$ cat config.mk
export PLATFORM = sky130hd
export DESIGN_NAME = swsc_div
export DESIGN_NICKNAME = d
export VERILOG_FILES = /design/src/rtl/swsc_pkg.sv /design/src/rtl/swsc_div.sv
export SDC_FILE = /design/constraint.sdc
export NUM_CORES = 1
export LEC_CHECK = 0
export ABC_CLOCK_PERIOD_IN_PS = 3600
export BUFFER_PORTS_ARGS = -buffer_cell sky130_fd_sc_hd__buf_2
export CORE_MARGIN = 2
export CORE_UTILIZATION = 45
export CTS_CLUSTER_SIZE = 10
export DETAILED_ROUTE_END_ITERATION = 16
export HOLD_SLACK_MARGIN = 0.12
export PLACE_DENSITY_LB_ADDON = 0.25
export RECOVER_POWER = 100
export SLEW_MARGIN = 20
export SYNTH_ARGS = -nofsm -noshare
export SYNTH_HDL_FRONTEND = slang
export SYNTH_SLANG_ARGS = --single-unit
$ cat constraint.sdc
create_clock -name i_clk -period 3.6 [get_ports i_clk]
set_clock_uncertainty 0.15 [all_clocks]
set_input_delay 0.36 -clock i_clk [delete_from_list [all_inputs] [get_ports i_clk]]
set_output_delay 0.36 -clock i_clk [all_outputs]
set_load 0.005 [all_outputs]
$ cat src/rtl/swsc_pkg.sv
`default_nettype none
package swsc_pkg;

    localparam int CHANNELS    = 4;
    localparam int NUM_BINS    = 256;
    localparam int MAX_HISTORY = 16;

    localparam int ACC_W = 54;
    localparam int Q_W   = ACC_W + 1;
    localparam int DSR_W = 22;
    localparam int SUM_W = 57;

    typedef enum logic [0:0] {
        CFG_WINDOW_LENGTH = 1'b0,
        CFG_DIAGONAL_LOAD = 1'b1
    } t_cfg_idx;

    typedef enum logic [4:0] {
        S_CLEAR,
        S_IDLE,
        S_META,
        S_COMMIT,
        S_WRD,
        S_WADD,
        S_ENTRY,
        S_RD,
        S_P0,
        S_P1,
        S_P2,
        S_P3,
        S_P4,
        S_ACC,
        S_W0,
        S_W1,
        S_W2,
        S_DRS,
        S_DRW,
        S_DIS,
        S_DIW,
        S_EMIT
    } t_state;

    typedef struct packed {
        logic signed [15:0] re;
        logic signed [15:0] im;
        logic        [15:0] w;
    } t_sample;

    function automatic logic signed [31:0] sat32(input logic signed [SUM_W-1:0] v);
        logic signed [31:0] res;
        if (v > SUM_W'(64'sd2147483647)) begin
            res = 32'sh7FFF_FFFF;
        end else if (v < -SUM_W'(64'sd2147483648)) begin
            res = 32'sh8000_0000;
        end else begin
            res = v[31:0];
        end
        return res;
    endfunction

endpackage
`default_nettype wire

$ cat src/rtl/swsc_div.sv
`default_nettype none
module swsc_div (
    input  wire logic                              i_clk,
    input  wire logic                              i_rst_n,
    input  wire logic                              i_start,
    input  wire logic signed [swsc_pkg::ACC_W-1:0] i_num,
    input  wire logic        [swsc_pkg::DSR_W-1:0] i_den,
    output logic                                   o_done,
    output logic signed      [swsc_pkg::Q_W-1:0]   o_quot
);

    logic                          r_busy;
    logic                          r_done;
    logic [5:0]                    r_cnt;
    logic [swsc_pkg::ACC_W-1:0]    r_mag;
    logic [swsc_pkg::DSR_W-1:0]    r_rem;
    logic                          r_neg;
    logic [swsc_pkg::DSR_W:0]      n_rem_sh;
    logic [swsc_pkg::DSR_W:0]      n_diff;
    logic                          n_ge;

    assign n_rem_sh = {r_rem, r_mag[swsc_pkg::ACC_W-1]};
    assign n_ge     = n_rem_sh >= {1'b0, i_den};
    assign n_diff   = n_rem_sh - {1'b0, i_den};

    always_ff @(posedge i_clk) begin
        if (!i_rst_n) begin
            r_busy <= 1'b0;
            r_done <= 1'b0;
            r_cnt  <= '0;
        end else begin
            r_done <= 1'b0;
            if (i_start) begin
                r_busy <= 1'b1;
                r_cnt  <= 6'(swsc_pkg::ACC_W - 1);
            end else if (r_busy) begin
                r_cnt <= r_cnt - 6'd1;
                if (r_cnt == '0) begin
                    r_busy <= 1'b0;
                    r_done <= 1'b1;
                end
            end
        end
    end

    always_ff @(posedge i_clk) begin
        if (i_start) begin
            r_neg <= i_num[swsc_pkg::ACC_W-1];
            r_mag <= i_num[swsc_pkg::ACC_W-1] ? -i_num : i_num;
            r_rem <= '0;
        end else if (r_busy) begin
            r_rem <= n_ge ? n_diff[swsc_pkg::DSR_W-1:0] : n_rem_sh[swsc_pkg::DSR_W-1:0];
            r_mag <= {r_mag[swsc_pkg::ACC_W-2:0], n_ge};
        end
    end

    assign o_done = r_done;
    assign o_quot = r_neg ? -$signed({1'b0, r_mag}) : $signed({1'b0, r_mag});

endmodule
`default_nettype wire

==> results.cfg, run 1 <==
[outcome]
status = complete, but fails checks
violations = max-capacitance violations, max-slew violations

[worst_setup_path]
r2r_slack_ns = 0.24
critPathMaxFanout = 4
path_class = flop to output port
cp-startpoint = r_mag[42]
reg2regPathDepth = 11
crit_arrival_ns = 3.02
required_ns = 3.09
rr_startpoint = r_mag[53]
cp-end-kind = output port
startpoint_type = flop
r2r-end = r_rem[14]

[cells_and_area]
drive_above_1_share_pct = 17.94
layout-area-overhead-vs-synth_pct = 17.05
stdcell_count = 1181
nets = 1071
stdcell_area_mm2 = 0.008341
fillers = 1521
n_antenna_cell = 0

[detailed_routing]
vias_per_cell = 5.585
drt_first_pass_iters = 7
drt_wl_total_mm = 18.65
num_vias = 6596
drt_iter0_drc = 392
ant_nets = 0
wl_per_cell_um = 15.79
drcViolationCount = 0

[power]
fin_total_pwr_mw = 3.210
p_seq_share_pct = 40.6
switchingPower_mw = 1.061
vdd_drop_max_v = 0.0002604
p_leak_nw = 3.217
pwr-share-clk_pct = 29.3
swShare_pct = 33.06
power_density_mw_per_mm2 = 384.9
comb_power_share_pct = 30.1
p_int_mw = 2.149

[logic_synthesis]
synthTopCellsByCount = 91 x nor2_1, 71 x xnor2_1, 65 x a21oi_1
synth_area_mm2 = 0.007126
ys_async_sr_fraction_pct = 0
yosys.area.top_type_share_pct = 23.18
ys_types = 69
synth_edf_count = 55
yosysSeqAreaShare_pct = 31.61
yosys_most_used_dff = edfxtp_1
ys_top_cells_by_area = edfxtp_1 23%, xnor2_1 8.7%, dfxtp_1 8.4%, xor2_1 6.1%, nor2_1 4.8%
yosys_warnings = 0
synth_cells = 844
synth_fp_nets = 950
yosys.area.top_type = edfxtp_1
ys_ff_latch = 85
synth_most_common_cell = nor2_1
avgSynthCellArea_um2 = 8.443

[run]
drv_cap = 2

[clock_network]
clock_sinks = 85
hold_buffers = 0
cts_tree = yes
clock_path_buffers = 2
clk_pin_slew_ns = 0.06
cts_root_buf = clkbuf_16
clkLatencyLatePin_ns = 0.35
cts_buffers = 9
h-tree-depth = 3

[global_route]
antenna_found_initial = 0
grt_pass1_vias = 5950
grt_max_degree = 139
grt_pass1_wl_mm = 29.80
overflow = 0
grtUsageTotal_pct = 22.21

[floorplanning]
ios = 135
die_height_um = 129.8
fp-row-count = 45
die_w_um = 129.8
die_area_mm2 = 0.01686
core_region_area_mm2 = 0.01531
start_util_pct = 46.53

[timing]
tightest_slew_ns = 2.642
max_freq_mhz = 283.2
hold_viol = 0
timing.final.ws_setup_ns = 0.06952
setup_tns_ns = 0
rsz0062_at_grt = yes
slew_violations = 194
period_needed_ns = 3.530
final.period_utilization_pct = 98.07
setup_viol = 0
relSlewSlack_pct = -76.12

[min_path]
whs_path_depth = 2
whs_endpoint = r_cnt[5]
hold_start = i_rst_n
hp-class = input pin to flop

[placement]
place.gp.congestion = 0.8791
place_ws_ns = 0.3182
dp_cells = 1161
port_buffers = 134
hpwl_mm = 13.83
placed_area_mm2 = 0.008031
worst max path at each step:
stage | end | slack (ns) | cells after the start
2_1_floorplan | r_rem[14] | 0.54 | 11
3_3_place_gp | r_rem[14] | 0.35 | 11
3_5_place_dp | r_rem[14] | 0.32 | 11
4_1_cts | o_quot[43] | -0.04 | 8
5_1_grt | o_quot[43] | -0.04 | 8
6_report | o_quot[54] | 0.07 | 7
registers in the layout, indices dropped and copies added (netlist names):
| name | flops |
|---|---|
| r_busy | 1 |
| r_rem | 22 |
| r_cnt | 6 |
| o_done | 1 |
| r_mag | 54 |
| r_neg | 1 |
stage by stage:
stage | util (%) | hold slack, ns
final | 54.46 | 0.1430
after floorplan | - | 0.3089
after detailed placement | 52.44 | 0.3398
after CTS | 54.35 | 0.1344
after global routing | 54.46 | 0.1426
after global placement | 52.44 | 0.3335
placed cells by master, fill, tap and decap left out, drive strengths merged, types with 8 or more instances in the layout:
cell and n:
o31ai 33, clkbuf 39, xnor2 71, o41ai 13, nand4 8, or3 13
edfxtp 55, xor2 50, nand2b 8, inv 43, nor4 8, mux2i 13
buf 125, dfxtp 30, ha 26, o21a 8, or4 13, nor3 19
nand2 61, a211oi 14, nor2 91, a21oi 65, nor2b 9, o21ai 48
nand3 13
cell families (layout without fill, tap and decap cells):
family	count (synthesis)	count (layout)	synth area share, %
AO/OA/AOI/OAI	229	229	21.69
XOR/XNOR	121	121	14.87
adder cells (fa/ha/maj)	27	27	4.846
buffers and inverters	87	213	4.741
flip-flops	85	85	31.61
multiplexers	17	17	2.511
AND/OR/NAND/NOR	278	278	19.74
metal layers:
layer,global-route usage (%),wire (um)
met1,32.44,9310
met2,33.32,7974
met3,2.665,814
met4,9.108,550
met5,0,0
power groups by stage:
| stage | combinational [mW] | clock, mW | sequential (mW) |
|---|---|---|---|
| after floorplan | 0.661 | 0 | 1.27 |
| after global placement | 0.963 | 0 | 1.31 |
| after detailed placement | 0.971 | 0 | 1.31 |
| after CTS | 0.979 | 0.959 | 1.29 |
| after global routing | 1.08 | 0.999 | 1.32 |
| final | 0.968 | 0.940 | 1.30 |
timing repair:
action,4_1_cts,5_1_grt
cloned,0,0
gates resized for setup,0,17
endpoints found under the hold margin,0,0
setup buffers,0,4
endpoints found under the setup margin,3,20
critical path: stages, from the launching register on:
cell	delay [ns]
edfxtp_1	0.45
or4_1	0.54
or2_2	0.33
or4_1	0.52
nor3_2	0.19
nand2_1	0.13
o41a_1	0.38
buf_2	0.14
layout make-up:
type	instances	area [um^2]	share of cell area, %
clock inverters	6	63.81	0.7651
repair buffers	154	773.2	9.271
clock buffers	10	229.0	2.745
flip-flops and latches	85	2252	27.00
well taps	211	264.0	3.165
multi-input cells	672	4597	55.12
inverters	43	161.4	1.935
Power figures use the tool's default switching activity.
==> inputs of run 2 (changes only) <==
CORE_MARGIN = 10   (was 2)
CTS_BUF_LIST = sky130_fd_sc_hd__clkbuf_16   (was default)
==> run 2 against run 1 <==
Effect of this change: total power grew 0.22%; first-iteration DRC count grew 32%; the flow still finishes with violations (max-capacitance violations, max-slew violations); sequential power is essentially flat.
==> results.cfg, run 2 (synthesis gave the netlist of run 1 again) <==
[floorplanning]
ios = 135
core_region_area_mm2 = 0.01537
die_area_mm2 = 0.02127
fp-row-count = 45
die_height_um = 145.8
die_w_um = 145.8
start_util_pct = 46.36

[timing]
relSlewSlack_pct = -42.77
hold_viol = 0
period_needed_ns = 3.525
final.period_utilization_pct = 97.92
tightest_slew_ns = 2.142
slew_violations = 55
fin_hold_ws_ns = 0.1448
setup_viol = 0
max_freq_mhz = 283.7
setup_tns_ns = 0

[global_route]
grtUsageTotal_pct = 18.18
antenna_found_initial = 0
grt_pass1_vias = 6349
grt_max_degree = 81
grt_pass1_wl_mm = 32.51
overflow = 0

[worst_setup_path]
r2r-end = r_rem[14]
path_class = flop to output port
critPathMaxFanout = 4
critPathTopFamily = simple AND/OR/NAND/NOR gates
reg2regPathDepth = 11
startpoint_type = flop
cpPeakStageDelay_ns = 0.55
required_ns = 3.09
critical_path_depth = 7
cp-startpoint = r_mag[42]
worst_path_max_delay_cell = or4_1
endpoint = o_quot[54]
rr_startpoint = r_mag[53]
worst-path-buf-inv = 1
crit_path_cell_trace = or4_1 -> or2_2 -> or4_4 -> nor3_2 -> nand2_1 -> o41a_1 -> buf_2
cp-end-kind = output port
r2r_slack_ns = 0.18
crit_arrival_ns = 3.02

[placement]
placed_area_mm2 = 0.008019
dp_cells = 1161
place.gp.congestion = 0.8517
port_buffers = 134
hpwl_mm = 15.11

[clock_network]
cts_buffers = 9
clkLatencyLatePin_ns = 0.35
clock_sinks = 85
clk_pin_slew_ns = 0.06
cts_tree = yes
clock_path_buffers = 2
cts_root_buf = clkbuf_16
h-tree-depth = 3
hold_buffers = 0

[detailed_routing]
drt_iter0_drc = 517
num_vias = 6562
ant_nets = 0
drt_wl_total_mm = 19.88
drt_first_pass_iters = 5
drcViolationCount = 0
wl_per_cell_um = 16.83
vias_per_cell = 5.556

[power]
vdd_drop_max_v = 0.0002636
p_leak_nw = 3.192
power_density_mw_per_mm2 = 385.6

[cells_and_area]
post-route-util_pct = 54.28
mostFrequentLayoutCells = 100 x buf_2, 89 x nor2_1, 71 x xnor2_1, 65 x a21oi_1, 60 x nand2_1
top_regs = r_mag x54, r_rem x22, r_cnt x6
layout-area-overhead-vs-synth_pct = 17.09
n_antenna_cell = 0
regMostFlops = r_mag
stdcell_area_mm2 = 0.008343
stdcell_count = 1181
nets = 1071
largest_reg_flops = 54
final_common_cell = buf_2
drive_above_1_share_pct = 16.70

[run]
drv_cap = 1

[outcome]
status = complete, but fails checks
violations = max-capacitance violations, max-slew violations

[min_path]
hp-class = input pin to flop
-- run 2: cell count changes in the layout (fill, tap and decap cells not counted), moves of 2 or more --
cell / before / now
inv_1: 43 / 45
buf_2: 111 / 100
clkbuf_1: 27 / 39
buf_4: 14 / 11
clkinv_4: 2 / 0
-- run 2: worst min-delay path by stage --
stage,slack (ns),from,cells after the start,to
after floorplan,0.31,i_num[53],0,r_neg
after global routing,0.16,i_rst_n,2,r_cnt[2]
final,0.14,i_rst_n,2,r_cnt[4]
after global placement,0.33,r_cnt[1],2,r_cnt[1]
after detailed placement,0.34,r_cnt[1],2,r_cnt[1]
after CTS,0.14,i_rst_n,2,r_cnt[4]
-- run 2: worst reg2reg max path, cell delays in order (launching register included) --
cell	delay (ns)
edfxtp_1	0.47
inv_1	0.11
ha_1	0.16
inv_1	0.05
fa_1	0.39
a21o_1	0.21
a221oi_1	0.38
o21ai_0	0.37
a2111oi_0	0.56
xnor2_1	0.17
mux2i_1	0.09
a211oi_1	0.22
-- run 2: layout make-up --
| class | instances | area, um^2 |
|---|---|---|
| clock buffer | 9 | 225.2 |
| clock inverter | 7 | 67.56 |
| fill | 1499 | 7028 |
| inverter | 43 | 161.4 |
| multi-input combinational | 672 | 4608 |
| sequential | 85 | 2252 |
| tap | 211 | 264.0 |
| timing repair buffer | 154 | 764.5 |
-- run 2: through the flow --
stage                     setup slack [ns]  power (mW)
after floorplan                     0.5415       1.928
after global placement              0.2964       2.283
after detailed placement            0.2134       2.295
after CTS                          0.02142       3.250
after global routing             -0.005649       3.405
final                              0.07493       3.217
-- run 2: power by group --
part	total [mW]	switching, mW	internal [mW]
Sequential	1.29	0.124	1.17
Combinational	0.984	0.544	0.440
Clock	0.943	0.407	0.536
Total	3.22	1.08	2.14
-- run 2: per-layer routing --
metal	vias up	wire length, um	global-route usage [%]
met2	205	8703	27.71
met5	-	0	0
met4	0	374	6.067
li1	3326	-	-
met1	3009	9466	25.32
met3	22	1330	3.105
-- run 2: timing repair --
action,in CTS,in global routing
endpoints found under the setup margin,13,15
hold endpoints to repair,0,0
gates resized for setup,12,11
setup buffers,1,3
